===== src/hw/rtl/pis_pkg.sv =====
// Shared types, constants and codes of the priority inheriting semaphore.
package pis_pkg;

    localparam int MaxHoldersDefault     = 8;
    localparam int WaitDepthDefault      = 16;
    localparam int PriorityLevelsDefault = 16;

    localparam logic signed [4:0] CountMax   = 5'sd15;
    localparam logic signed [4:0] CountReset = 5'sd1;

    typedef enum logic [2:0] {
        EV_GRANTED  = 3'd0,
        EV_BLOCKED  = 3'd1,
        EV_BOOSTED  = 3'd2,
        EV_WOKEN    = 3'd3,
        EV_RESTORED = 3'd4,
        EV_FAIL     = 3'd5,
        EV_WAITFULL = 3'd6
    } event_kind_t;

    typedef enum logic [0:0] {
        REQ_TAKE = 1'b0,
        REQ_GIVE = 1'b1
    } req_type_t;

    typedef enum logic [0:0] {
        REG_INITIAL_COUNT  = 1'b0,
        REG_INHERIT_ENABLE = 1'b1
    } reg_index_t;

    typedef enum logic [3:0] {
        ST_IDLE,
        ST_DECIDE,
        ST_BOOST,
        ST_TAKE_END,
        ST_FIND,
        ST_WAKE_SCAN,
        ST_WAKE_EMIT,
        ST_WAKE_SHIFT,
        ST_RESTORE,
        ST_HOLD_SHIFT
    } state_t;

    // Controller -> datapath commands
    typedef struct packed {
        logic latch_req;
        logic clr_idx;
        logic inc_idx;
        logic idx_best;
        logic idx_found;
        logic set_best;
        logic grant;
        logic give_neg;
        logic boost;
        logic append_wait;
        logic shift_wait;
        logic pop_wait;
        logic restore;
        logic shift_hold;
        logic pop_hold;
        logic emit;
        logic last;
        event_kind_t kind;
        logic [1:0] src;   // 0 request, 1 holder at idx, 2 best waiter, 3 found holder
    } pis_cmd_t;

    // Datapath -> controller status
    typedef struct packed {
        logic is_give;
        logic count_pos;
        logic count_neg;
        logic hold_full;
        logic wait_full;
        logic wait_empty;
        logic inherit;
        logic idx_in_hold;
        logic idx_in_wait;
        logic idx_shift_hold;
        logic idx_shift_wait;
        logic hold_match;
        logic hold_boost;
        logic wait_better;
    } pis_stat_t;

endpackage


===== src/hw/rtl/pis_ctrl.sv =====
// Sequencer for take and give requests.
module pis_ctrl
    import pis_pkg::*;
(
    input  logic      clk,
    input  logic      rst_n,
    input  logic      start,
    output logic      busy,
    input  pis_stat_t stat,
    output pis_cmd_t  cmd
);

    state_t state_reg, state_next;

    always_ff @(posedge clk or negedge rst_n)
    begin
        if (!rst_n)
        begin
            state_reg <= ST_IDLE;
        end
        else
        begin
            state_reg <= state_next;
        end
    end

    always_comb
    begin
        state_next = state_reg;
        unique case (state_reg)
            ST_IDLE:
            begin
                if (start)
                begin
                    state_next = ST_DECIDE;
                end
            end
            ST_DECIDE:
            begin
                priority if (!stat.is_give)
                begin
                    if (stat.count_pos)
                    begin
                        state_next = ST_IDLE;
                    end
                    else
                    begin
                        state_next = stat.inherit ? ST_BOOST : ST_TAKE_END;
                    end
                end
                else if (stat.count_neg)
                begin
                    state_next = ST_IDLE;
                end
                else
                begin
                    state_next = ST_FIND;
                end
            end
            ST_BOOST:
            begin
                if (!stat.idx_in_hold)
                begin
                    state_next = ST_TAKE_END;
                end
            end
            ST_TAKE_END:
            begin
                state_next = ST_IDLE;
            end
            ST_FIND:
            begin
                priority if (!stat.idx_in_hold)
                begin
                    state_next = ST_IDLE;
                end
                else if (stat.hold_match)
                begin
                    state_next = stat.wait_empty ? ST_RESTORE : ST_WAKE_SCAN;
                end
            end
            ST_WAKE_SCAN:
            begin
                if (!stat.idx_in_wait)
                begin
                    state_next = ST_WAKE_EMIT;
                end
            end
            ST_WAKE_EMIT:
            begin
                state_next = ST_WAKE_SHIFT;
            end
            ST_WAKE_SHIFT:
            begin
                if (!stat.idx_shift_wait)
                begin
                    state_next = ST_RESTORE;
                end
            end
            ST_RESTORE:
            begin
                state_next = ST_HOLD_SHIFT;
            end
            ST_HOLD_SHIFT:
            begin
                if (!stat.idx_shift_hold)
                begin
                    state_next = ST_IDLE;
                end
            end
            default:
            begin
                state_next = ST_IDLE;
            end
        endcase
    end

    always_comb
    begin
        cmd  = '0;
        busy = (state_reg != ST_IDLE);
        cmd.kind = EV_FAIL;
        unique case (state_reg)
            ST_IDLE:
            begin
                cmd.latch_req = start;
            end
            ST_DECIDE:
            begin
                cmd.clr_idx = 1'b1;
                priority if (!stat.is_give)
                begin
                    if (stat.count_pos)
                    begin
                        cmd.emit = 1'b1;
                        cmd.last = 1'b1;
                        cmd.kind = stat.hold_full ? EV_FAIL : EV_GRANTED;
                        cmd.grant = !stat.hold_full;
                    end
                end
                else if (stat.count_neg)
                begin
                    cmd.emit     = 1'b1;
                    cmd.last     = 1'b1;
                    cmd.kind     = EV_GRANTED;
                    cmd.give_neg = 1'b1;
                end
            end
            ST_BOOST:
            begin
                if (stat.idx_in_hold)
                begin
                    cmd.inc_idx = 1'b1;
                    if (stat.hold_boost)
                    begin
                        cmd.boost = 1'b1;
                        cmd.emit  = 1'b1;
                        cmd.kind  = EV_BOOSTED;
                        cmd.src   = 2'd1;
                    end
                end
            end
            ST_TAKE_END:
            begin
                cmd.emit = 1'b1;
                cmd.last = 1'b1;
                cmd.kind = stat.wait_full ? EV_WAITFULL : EV_BLOCKED;
                cmd.append_wait = !stat.wait_full;
            end
            ST_FIND:
            begin
                priority if (!stat.idx_in_hold)
                begin
                    cmd.emit = 1'b1;
                    cmd.last = 1'b1;
                    cmd.kind = EV_FAIL;
                end
                else if (stat.hold_match)
                begin
                    cmd.clr_idx = 1'b1;
                end
                else
                begin
                    cmd.inc_idx = 1'b1;
                end
            end
            ST_WAKE_SCAN:
            begin
                if (stat.idx_in_wait)
                begin
                    cmd.inc_idx  = 1'b1;
                    cmd.set_best = stat.wait_better;
                end
            end
            ST_WAKE_EMIT:
            begin
                cmd.emit     = 1'b1;
                cmd.kind     = EV_WOKEN;
                cmd.src      = 2'd2;
                cmd.idx_best = 1'b1;
            end
            ST_WAKE_SHIFT:
            begin
                if (stat.idx_shift_wait)
                begin
                    cmd.shift_wait = 1'b1;
                    cmd.inc_idx    = 1'b1;
                end
                else
                begin
                    cmd.pop_wait = 1'b1;
                end
            end
            ST_RESTORE:
            begin
                cmd.emit      = 1'b1;
                cmd.last      = 1'b1;
                cmd.kind      = EV_RESTORED;
                cmd.src       = 2'd3;
                cmd.restore   = 1'b1;
                cmd.idx_found = 1'b1;
            end
            ST_HOLD_SHIFT:
            begin
                if (stat.idx_shift_hold)
                begin
                    cmd.shift_hold = 1'b1;
                    cmd.inc_idx    = 1'b1;
                end
                else
                begin
                    cmd.pop_hold = 1'b1;
                end
            end
            default:
            begin
                cmd = '0;
            end
        endcase
    end

endmodule


===== src/hw/rtl/pis_dp.sv =====
// Holder and wait lists, counters, scan index and result register.
module pis_dp
    import pis_pkg::*;
#(
    parameter int MAX_HOLDERS     = MaxHoldersDefault,
    parameter int WAIT_DEPTH      = WaitDepthDefault,
    parameter int PRIORITY_LEVELS = PriorityLevelsDefault
)
(
    input  logic        clk,
    input  logic        rst_n,
    input  logic        req_type,
    input  logic [7:0]  task_id,
    input  logic [3:0]  task_priority,
    input  logic        cfg_count_wr,
    input  logic signed [4:0] initial_count,
    input  logic        inherit_enable,
    input  pis_cmd_t    cmd,
    output pis_stat_t   stat,
    output logic        event_valid,
    output logic [2:0]  event_kind,
    output logic [7:0]  event_task,
    output logic [3:0]  event_priority,
    output logic        last_event
);

    localparam int HW = $clog2(MAX_HOLDERS + 1);
    localparam int WW = $clog2(WAIT_DEPTH + 1);
    localparam int IW = (HW > WW) ? HW : WW;
    localparam int HA = (MAX_HOLDERS > 1) ? $clog2(MAX_HOLDERS) : 1;
    localparam int WA = $clog2(WAIT_DEPTH);
    localparam logic [3:0] PrioTop = (PRIORITY_LEVELS > 16) ? 4'd15
                                                            : 4'(PRIORITY_LEVELS - 1);

    logic [7:0] hid_reg   [MAX_HOLDERS];
    logic [3:0] horig_reg [MAX_HOLDERS];
    logic [3:0] hcur_reg  [MAX_HOLDERS];
    logic [7:0] wid_reg   [WAIT_DEPTH];
    logic [3:0] wpri_reg  [WAIT_DEPTH];

    logic [HW-1:0] hused_reg;
    logic [WW-1:0] wlen_reg;
    logic signed [4:0] count_reg;
    logic [IW-1:0] idx_reg;
    logic [HA-1:0] found_reg;
    logic [WA-1:0] best_reg;
    logic          rtype_reg;
    logic [7:0]    rid_reg;
    logic [3:0]    rpri_reg;

    logic        ev_valid_reg;
    logic [2:0]  ev_kind_reg;
    logic [7:0]  ev_task_reg;
    logic [3:0]  ev_pri_reg;
    logic        ev_last_reg;

    logic [HA-1:0] hidx;
    logic [WA-1:0] widx;
    logic [HA-1:0] hidx1;
    logic [WA-1:0] widx1;
    logic [HA-1:0] hused_a;
    logic [WA-1:0] wlen_a;
    logic [3:0]    pri_clamped;

    assign hidx    = HA'(idx_reg);
    assign widx    = WA'(idx_reg);
    assign hidx1   = HA'(idx_reg + IW'(1));
    assign widx1   = WA'(idx_reg + IW'(1));
    assign hused_a = HA'(hused_reg);
    assign wlen_a  = WA'(wlen_reg);
    assign pri_clamped = (task_priority > PrioTop) ? PrioTop : task_priority;

    always_comb
    begin
        stat.is_give        = (rtype_reg == REQ_GIVE);
        stat.count_pos      = (count_reg > 5'sd0);
        stat.count_neg      = (count_reg < 5'sd0);
        stat.hold_full      = (hused_reg >= HW'(MAX_HOLDERS));
        stat.wait_full      = (wlen_reg >= WW'(WAIT_DEPTH));
        stat.wait_empty     = (wlen_reg == '0);
        stat.inherit        = inherit_enable;
        stat.idx_in_hold    = (IW'(idx_reg) < IW'(hused_reg));
        stat.idx_in_wait    = (IW'(idx_reg) < IW'(wlen_reg));
        stat.idx_shift_hold = (IW'(idx_reg) + IW'(1) < IW'(hused_reg));
        stat.idx_shift_wait = (IW'(idx_reg) + IW'(1) < IW'(wlen_reg));
        stat.hold_match     = (hid_reg[hidx] == rid_reg);
        stat.hold_boost     = (rpri_reg < hcur_reg[hidx]);
        stat.wait_better    = (idx_reg == '0) || (wpri_reg[widx] < wpri_reg[best_reg]);
    end

    always_ff @(posedge clk or negedge rst_n)
    begin
        if (!rst_n)
        begin
            hused_reg    <= '0;
            wlen_reg     <= '0;
            count_reg    <= CountReset;
            ev_valid_reg <= 1'b0;
        end
        else
        begin
            ev_valid_reg <= cmd.emit;
            if (cfg_count_wr)
            begin
                count_reg <= initial_count;
                hused_reg <= '0;
                wlen_reg  <= '0;
            end
            else
            begin
                if (cmd.grant)
                begin
                    hused_reg <= hused_reg + HW'(1);
                    count_reg <= count_reg - 5'sd1;
                end
                if (cmd.append_wait)
                begin
                    wlen_reg <= wlen_reg + WW'(1);
                end
                if (cmd.pop_wait)
                begin
                    wlen_reg <= wlen_reg - WW'(1);
                end
                if (cmd.pop_hold)
                begin
                    hused_reg <= hused_reg - HW'(1);
                end
                if ((cmd.give_neg || cmd.pop_hold) && count_reg < CountMax)
                begin
                    count_reg <= count_reg + 5'sd1;
                end
            end
        end
    end

    always_ff @(posedge clk)
    begin
        if (cmd.latch_req)
        begin
            rtype_reg <= req_type;
            rid_reg   <= task_id;
            rpri_reg  <= pri_clamped;
        end
        if (cmd.clr_idx)
        begin
            idx_reg <= '0;
            if (stat.is_give && stat.hold_match)
            begin
                found_reg <= hidx;
            end
        end
        else if (cmd.idx_best)
        begin
            idx_reg <= IW'(best_reg);
        end
        else if (cmd.idx_found)
        begin
            idx_reg <= IW'(found_reg);
        end
        else if (cmd.inc_idx)
        begin
            idx_reg <= idx_reg + IW'(1);
        end
        if (cmd.set_best)
        begin
            best_reg <= widx;
        end
        if (cmd.grant)
        begin
            hid_reg[hused_a]   <= rid_reg;
            horig_reg[hused_a] <= rpri_reg;
            hcur_reg[hused_a]  <= rpri_reg;
        end
        if (cmd.boost)
        begin
            hcur_reg[hidx] <= rpri_reg;
        end
        if (cmd.append_wait)
        begin
            wid_reg[wlen_a]  <= rid_reg;
            wpri_reg[wlen_a] <= rpri_reg;
        end
        if (cmd.shift_wait)
        begin
            wid_reg[widx]  <= wid_reg[widx1];
            wpri_reg[widx] <= wpri_reg[widx1];
        end
        if (cmd.restore)
        begin
            hcur_reg[found_reg] <= horig_reg[found_reg];
        end
        if (cmd.shift_hold)
        begin
            hid_reg[hidx]   <= hid_reg[hidx1];
            horig_reg[hidx] <= horig_reg[hidx1];
            hcur_reg[hidx]  <= hcur_reg[hidx1];
        end
        if (cmd.emit)
        begin
            ev_kind_reg <= cmd.kind;
            ev_last_reg <= cmd.last;
            unique case (cmd.src)
                2'd1:
                begin
                    ev_task_reg <= hid_reg[hidx];
                    ev_pri_reg  <= rpri_reg;
                end
                2'd2:
                begin
                    ev_task_reg <= wid_reg[best_reg];
                    ev_pri_reg  <= wpri_reg[best_reg];
                end
                2'd3:
                begin
                    ev_task_reg <= hid_reg[found_reg];
                    ev_pri_reg  <= horig_reg[found_reg];
                end
                default:
                begin
                    ev_task_reg <= rid_reg;
                    ev_pri_reg  <= rpri_reg;
                end
            endcase
        end
    end

    // Restore shifting starts at the found slot
    assign event_valid    = ev_valid_reg;
    assign event_kind     = ev_kind_reg;
    assign event_task     = ev_task_reg;
    assign event_priority = ev_pri_reg;
    assign last_event     = ev_last_reg;

endmodule


===== src/hw/rtl/priority_inheriting_semaphore.sv =====
// Top level of the priority inheriting semaphore.
// Sequencing: a take decided at once, or a give at a negative count, strobes its one result
//   from the decide state; a blocked take strobes its last result after the holder boost
//   scan, if inheritance is on; a give that finds its holder wakes the best waiter, if any,
//   before its final restore result. One request at a time; a give may keep busy high
//   while it shifts the holder list after its final result. The receiver cannot stall.
// Reset: count loads 1, inheritance on, both lists empty; no clearing pass.
module priority_inheriting_semaphore
    import pis_pkg::*;
#(
    parameter int MAX_HOLDERS     = MaxHoldersDefault,
    parameter int WAIT_DEPTH      = WaitDepthDefault,
    parameter int PRIORITY_LEVELS = PriorityLevelsDefault
)
(
    input  logic        clk,
    input  logic        rst_n,
    // request channel
    input  logic        start,
    output logic        busy,
    input  logic        req_type,
    input  logic [7:0]  task_id,
    input  logic [3:0]  task_priority,
    // result channel
    output logic        event_valid,
    output logic [2:0]  event_kind,
    output logic [7:0]  event_task,
    output logic [3:0]  event_priority,
    output logic        last_event,
    // configuration port
    input  logic        psel,
    input  logic        penable,
    input  logic        pwrite,
    input  logic [2:0]  paddr,
    input  logic [31:0] pwdata,
    output logic [31:0] prdata,
    output logic        pready
);

    logic signed [4:0] init_count_reg;
    logic              inherit_reg;
    logic              wr_en;
    logic              count_wr;
    logic              reg_sel;
    pis_cmd_t          cmd;
    pis_stat_t         stat;

    // Register index comes from the word address; a transfer completes on the access cycle.
    assign pready   = 1'b1;
    assign reg_sel  = paddr[2];
    assign wr_en    = psel && penable && pwrite && (paddr[1:0] == 2'b00);
    assign count_wr = wr_en && (reg_sel == REG_INITIAL_COUNT);

    always_ff @(posedge clk or negedge rst_n)
    begin
        if (!rst_n)
        begin
            init_count_reg <= CountReset;
            inherit_reg    <= 1'b1;
        end
        else if (wr_en)
        begin
            unique case (reg_sel)
                REG_INITIAL_COUNT:  init_count_reg <= signed'(pwdata[4:0]);
                REG_INHERIT_ENABLE: inherit_reg    <= pwdata[0];
                default:            inherit_reg    <= inherit_reg;
            endcase
        end
    end

    // Read back the register at the addressed word
    always_comb
    begin
        unique case (reg_sel)
            REG_INITIAL_COUNT:  prdata = {{27{init_count_reg[4]}}, init_count_reg};
            REG_INHERIT_ENABLE: prdata = {31'd0, inherit_reg};
            default:            prdata = '0;
        endcase
    end

    pis_ctrl u_ctrl (
        .clk   (clk),
        .rst_n (rst_n),
        .start (start),
        .busy  (busy),
        .stat  (stat),
        .cmd   (cmd)
    );

    // Writing the starting count reloads the live count and empties both lists
    pis_dp #(
        .MAX_HOLDERS     (MAX_HOLDERS),
        .WAIT_DEPTH      (WAIT_DEPTH),
        .PRIORITY_LEVELS (PRIORITY_LEVELS)
    ) u_dp (
        .clk            (clk),
        .rst_n          (rst_n),
        .req_type       (req_type),
        .task_id        (task_id),
        .task_priority  (task_priority),
        .cfg_count_wr   (count_wr),
        .initial_count  (signed'(pwdata[4:0])),
        .inherit_enable (inherit_reg),
        .cmd            (cmd),
        .stat           (stat),
        .event_valid    (event_valid),
        .event_kind     (event_kind),
        .event_task     (event_task),
        .event_priority (event_priority),
        .last_event     (last_event)
    );

endmodule


===== config.mk =====
export PLATFORM = sky130hd
export DESIGN_NAME = priority_inheriting_semaphore
export DESIGN_NICKNAME = d
export VERILOG_FILES = /design/src/hw/rtl/pis_pkg.sv /design/src/hw/rtl/pis_ctrl.sv /design/src/hw/rtl/pis_dp.sv /design/src/hw/rtl/priority_inheriting_semaphore.sv
export SDC_FILE = /design/constraint.sdc
export NUM_CORES = 1
export LEC_CHECK = 0
export ABC_CLOCK_PERIOD_IN_PS = 5700
export BUFFER_PORTS_ARGS = -buffer_cell sky130_fd_sc_hd__buf_2
export CAP_MARGIN = 30
export CORE_MARGIN = 4
export CORE_UTILIZATION = 41
export CTS_BUF_LIST = sky130_fd_sc_hd__clkbuf_8
export DETAILED_ROUTE_END_ITERATION = 8
export PLACE_DENSITY = 0.57
export REMOVE_ABC_BUFFERS = 1
export SETUP_SLACK_MARGIN = 0.02
export SYNTH_ARGS = -nofsm -noshare
export SYNTH_HDL_FRONTEND = slang
export SYNTH_SLANG_ARGS = --single-unit

===== constraint.sdc =====
create_clock -name clk -period 5.7 [get_ports clk]
set_input_delay 0.285 -clock clk [delete_from_list [all_inputs] [get_ports clk]]
set_output_delay 0.285 -clock clk [all_outputs]
set_load 0.02 [all_outputs]

; ---- Word level (Yosys, flattened, before mapping)
; Memory sizes are Yosys's and may differ from the RTL's. A register that Yosys moved wholly into a read port is not among the register bits.
; Index checks and enable logic that the tools add are counted.
[totals]
regBits = 66
latch_bits = 0
ramBits = 320
rom_bits = 0
inputBits = 54
output_inout_bits = 51
word_cells = 204
mem_count = 5
[op_classes]
n_addsub = 7
mul = 0
n_div = 0
n_lt_le_gt_ge = 12
n_eq_ne = 19
shifts = 0
n_mux = 108
n_bitwise = 2
n_reduce_logical = 33
[mem_list]
columns = memory, depth, width, read_ports, rd_clocked_by_memory_dff, wr, line_no
row1 = u_dp.wid_reg, 16, 8, 2, 1, 1, pis_dp.sv:38  ; logic [7:0] wid_reg [WAIT_DEPTH];
row2 = u_dp.hid_reg, 8, 8, 3, 2, 1, pis_dp.sv:35  ; logic [7:0] hid_reg [MAX_HOLDERS];
row3 = u_dp.wpri_reg, 16, 4, 3, 2, 1, pis_dp.sv:39  ; logic [3:0] wpri_reg [WAIT_DEPTH];
row4 = u_dp.hcur_reg, 8, 4, 2, 1, 1, pis_dp.sv:37  ; logic [3:0] hcur_reg [MAX_HOLDERS];
row5 = u_dp.horig_reg, 8, 4, 2, 1, 1, pis_dp.sv:36  ; logic [3:0] horig_reg [MAX_HOLDERS];
[ops]
columns = cell, n
row1 = $mux 4, 27
row2 = $pmux 32 s2, 1
row3 = $mux 5, 12
row4 = $mux 1, 40
row5 = $mux 3, 13
row6 = $pmux 4 s9, 1
row7 = $pmux 8 s3, 1
row8 = $pmux 3 s7, 1
row9 = $reduce_or 4->1, 5
row10 = $eq 4x3->1 const B, 4
row11 = $mux 8, 2
row12 = $reduce_or 8->1, 2
row13 = $reduce_bool 3->1, 4
row14 = $add 5x1->5 const B, 2
row15 = $logic_not 5->1, 2
row16 = $lt 5x4->1, 2
row17 = $lt 5x5->1, 2
row18 = $ne 2x2->1 const B, 5
row19 = $eq 4x2->1 const B, 2
row20 = $eq 4x4->1 const B, 2
row21 = $eq 8x8->1, 1
row22 = $lt 4x4->1, 2
row23 = $mux 2, 4
row24 = $pmux 4 s2, 1
row25 = 32 further kinds, 43

; ---- Logic depth before layout (Yosys ltp)
[logic_depth]
ltp_word = 10
mapped_depth = 20
ltp_nobuf = 17

; ---- Hierarchy
; A second synthesis with hierarchy kept.
[unflattened]
cells_unflattened = 2092
hier_area_um2 = 24712.5
[by_module_without_submodules]
columns = mod, instances, cells_each, area_each_um2, seq_area_each_um2
row1 = pis_dp, 1, 1936, 23457.5, 11387.2
row2 = pis_ctrl, 1, 105, 719.4, 100.1
row3 = priority_inheriting_semaphore, 1, 51, 535.5, 152.6

; ---- Least setup slack after synthesis
; OpenSTA, ideal clock, no wires.
[synth_timing]
path_kind = register to register
from = register u_dp.idx_reg[1]
to = register u_dp.count_reg[3]
setup_ns = 0.125
arrival_time_ns = 4.324
required_time_ns = 5.575
path_slack_ns = 1.251
path_stages_with_launch = 18
path_buffers = 2
synth_period_minus_slack_ns = 4.449
path_cell_list = dfxtp_1 -> ha_1 -> xnor2_1 -> buf_1 -> clkinv_1 -> clkbuf_1 -> ha_1 -> o21ai_0 -> a21oi_1 -> o311ai_1 -> inv_1 -> a22oi_1 -> ha_1 -> a21o_1 -> a21oi_1 -> xor2_1 -> o21ai_0 -> mux2_2
[synth_via]
elab_chain_cells = 8
elab_cells_between_ends = 9
classes_between = 1 x add/sub / 1 x order compare / 4 x mux / 3 x reduce/logical
[synth_rtl]
columns = item, line_no
row1 = start: declaration, pis_dp.sv:44  ; logic [IW-1:0] idx_reg;
row2 = start signal: assignment, pis_dp.sv:154  ; idx_reg <= IW'(best_reg);
row3 = start signal: assignment, pis_dp.sv:158  ; idx_reg <= IW'(found_reg);
row4 = start signal: assignment, pis_dp.sv:162  ; idx_reg <= idx_reg + IW'(1);
row5 = $add 5x1->5 *, --
row6 = $lt 5x4->1 *, pis_dp.sv:84  ; stat.idx_shift_hold = (IW'(idx_reg) + IW'(1) < IW'(hused_reg));
row7 = $mux 1 *, pis_ctrl.sv:225  ; if (stat.idx_shift_hold)
row8 = $mux 2 *, pis_ctrl.sv:123  ; unique case (state_reg)
row9 = $logic_or 1x1->1 *, pis_dp.sv:128  ; if ((cmd.give_neg || cmd.pop_hold) && count_reg < CountMax)
row10 = $logic_and 1x1->1 *, pis_dp.sv:128
row11 = $mux 5, pis_dp.sv:128
row12 = $mux 5, pis_dp.sv:103  ; if (cfg_count_wr)
row13 = end signal: assignment, pis_dp.sv:105  ; count_reg <= initial_count;
row14 = end signal: assignment, pis_dp.sv:114  ; count_reg <= count_reg - 5'sd1;
row15 = end signal: assignment, pis_dp.sv:130  ; count_reg <= count_reg + 5'sd1;
row16 = end: declaration, pis_dp.sv:43  ; logic signed [4:0] count_reg;
; Mark *: on every way between the ends. The rest lies on a longest branch, timed or not.
; A chain may end at the register's enable or synchronous reset.

; ---- Worst setup path in the final report
[layout_timing]
from = register u_dp.idx_reg[0]
to = register u_dp.count_reg[3]
; Same word-level chain as after synthesis.

==> impl_metrics.yaml <==
outcome:
  status: "complete, no violations"
clock_tree:
  post_cts_buffers: 0
  clkTransAtPathRegs_ns: 0.06
  postCtsHoldBufs: 20
  insertion_delay_ns: 0.65
  cts.sinks: 397
  cts_resized: 0
  cts_tree: "done"
  cts_buffer_depth: 3
  clockRootBuffer: "clkbuf_8"
  numCtsBuffers: 71
  htreeDepth: 3
sta:
  rsz0062_at_grt: "false"
  fin_worst_skew_ns: 0.0394
  fin_hold_ws_ns: 0.124
  tightest_slew_ns: 1.00
  max_freq_mhz: 208
  finalSetupTns_ns: 0
  hold_viol: 0
  relSlewSlack_pct: 33.3
  finalCritPeriodShare_pct: 84.2
  layout_setup_ws_ns: 0.898
  maxSlewViolCount: 0
  setup_violations: 0
  min_period_ns: 4.80
route:
  dr_total_vias: 12500
  detail_route.vias_per_cell: 5.93
  drc_errors: 0
  ant_nets: 0
  drt-pass1-iter-count: 5
  wirelength_um: 55200
  drt_iter0_drc: 1232
  wl_per_cell_um: 26.1
finish:
  final_cell_area_mm2: 0.0233
  drive_above_1_share_pct: 33.7
  nets: 1480
  nFillCells: 4316
  syn_to_final_growth_pct: 12.9
  diodes: 0
  largest_reg_flops: 128
  postLayoutCoreUtil_pct: 46.7
floorplan:
  dieArea_mm2: 0.0541
  fp.dieH_um: 233
  initial_core_util_pct: 41.4
  core-area_mm2: 0.0500
  fp.dieW_um: 233
  ios: 105
  core.rowCount: 82
min_path:
  worstHoldEndpoint: "inherit_reg$_DFFE_PN1P_"
  whs_path_depth: 4
  hp-class: "input pin to register"
  min_from: "penable"
place:
  dp_worst_setup_slack_ns: 0.914
  dp_hpwl_um: 35000
  port-buffer-count: 76
  place_area_mm2: 0.0218
  gp_congestion: 0.818
worst_setup_path:
  worstSetupStartpointType: "register"
  worstPathArrival_ns: 5.34
  cp-startpoint: "u_dp.idx_reg[0]$_SDFFE_PP0N_"
  required_ns: 6.24
  reg2reg_slack_ns: 0.90
  worstSetupPathType: "register to register"
  worstReg2RegEnd: "u_dp.count_reg[3]$_DFFE_PN0P_"
  crit_fanout: 42
  r2r_start: "u_dp.idx_reg[0]$_SDFFE_PP0N_"
  cp-end-kind: "register"
  reg2reg_depth: 14
logic_synthesis:
  synth_cell_types: 79
  synth_seq_cells: 397
  synth_ff_type: "edfxtp_1"
  yosysSeqAreaShare_pct: 56.3
  avgSynthCellArea_um2: 16.1
  syn_inst: 1281
  yosys_warnings: 0
  netlist_area_mm2: 0.0207
  synth_edf_count: 356
  synth-async-reset-ratio_pct: 6.30
job:
  cap_violations: 0
pwr:
  p_leak_nw: 7.96
  max-vdd-ir-drop_mv: 0.271
  power_density_mw_per_mm2: 501
global_routing:
  grt_first_pass_wirelength_um: 82800
  grt_overflow: 0
  grt_max_degree: 54
  antenna_found_initial: 2
  globalRouteTotalUtil_pct: 20.7
  first_global_vias: 13100
==> layout make-up <==
class	count	area, um^2	share of cell area (%)
flip-flops and latches	397	11700	49.9
multi-input cells	747	8390	36.0
repair buffers	147	1000	4.28
clock buffers	72	991	4.25
well taps	672	841	3.60
clock inverters	51	349	1.50
inverters	29	109	0.467
==> critical path, stage by stage, from the launching register on <==
cell	delay, ns
dfxtp_4	0.85
inv_2	0.26
ha_4	0.49
ha_1	0.27
a21bo_2	0.18
a21oi_1	0.08
o311ai_1	0.67
inv_1	0.29
a22oi_1	0.45
ha_1	0.32
a21o_1	0.17
a21oi_1	0.16
xor2_1	0.15
o21ai_0	0.08
mux2_2	0.26
==> Yosys cell counts (5+ instances only) <==
cell type | count | area, um^2
edfxtp_1 | 356 | 10700
mux4_2 | 211 | 4750
nand2_1 | 92 | 345
nor2_1 | 76 | 285
clkbuf_1 | 42 | 158
o21ai_0 | 34 | 170
buf_4 | 31 | 233
mux2i_1 | 31 | 310
ha_1 | 30 | 375
a21oi_1 | 29 | 145
inv_1 | 26 | 97.6
a31oi_1 | 25 | 156
mux2_2 | 23 | 259
dfrtp_1 | 22 | 551
buf_2 | 17 | 85.1
dfxtp_1 | 16 | 320
buf_1 | 15 | 56.3
nor2b_1 | 12 | 75.1
nor3_1 | 12 | 60.1
nand3_1 | 11 | 55.1
xnor2_1 | 10 | 87.6
o211ai_1 | 9 | 67.6
o22a_1 | 9 | 78.8
a21o_1 | 8 | 60.1
nand2b_1 | 8 | 50.1
mux2_1 | 7 | 78.8
xor2_1 | 7 | 61.3
and2_1 | 6 | 37.5
nand3b_1 | 6 | 45.0
nor4_1 | 5 | 31.3
==> placed cells by master, fill, tap and decap left out, drive strengths merged, types with 16 or more instances in the layout <==
cell	count
edfxtp	356
mux4	211
buf	127
nand2	92
nor2	76
clkbuf	72
inv	51
o21ai	39
mux2i	34
mux2	32
ha	30
a21oi	29
a31oi	25
dfrtp	22
clkinv	21
dlygate4sd3	20
dfxtp	16
==> worst max path at each step <==
stage,end,slack (ns),cells after the start
floorplan,u_dp.hcur_reg[6][0]$_DFFE_PP_,-5.44,9
detailed placement,u_dp.count_reg[4]$_DFFE_PN0P_,0.91,14
global placement,u_dp.count_reg[4]$_DFFE_PN0P_,0.97,14
finish,u_dp.count_reg[3]$_DFFE_PN0P_,0.90,14
CTS,u_dp.count_reg[4]$_DFFE_PN0P_,0.91,14
global route,u_dp.count_reg[3]$_DFFE_PN0P_,0.61,14
==> per-stage QoR <==
stage | power [W] | cells
final | 0.0117 | 2115
after global routing | 0.0123 | 2115
after CTS | 0.0118 | 2114
after detailed placement | 0.00916 | 1971
after global placement | 0.00907 | 1968
after floorplan | 0.00779 | 1173
==> cells by family (layout without fill, tap and decap cells) <==
group	after synthesis	in the layout	synth area share (%)
DFF	397	397	56.3
buffers and inverters	137	299	3.26
AOI/OAI and AO/OA	168	168	5.48
xor gates and xnor gates	17	17	0.720
and+or+nand+nor	251	251	5.57
adders and majority gates	33	33	2.11
other	1	1	0.0181
muxes	277	277	26.5
==> where the power goes <==
group	switching (W)	internal (W)
Sequential	0.000514	0.00370
Clock	0.00120	0.00137
Combinational	0.00255	0.00235
Total	0.00427	0.00742
==> layer usage <==
layer  vias up  wire [um]  global-route usage [%]
met5         -          0                       0
met4         0       1310                    6.01
met3        95       3100                    4.02
met2       447      28100                    35.3
met1      6577      22800                    27.1
li1       5430          -                       -
Power figures use the tool's default switching activity.
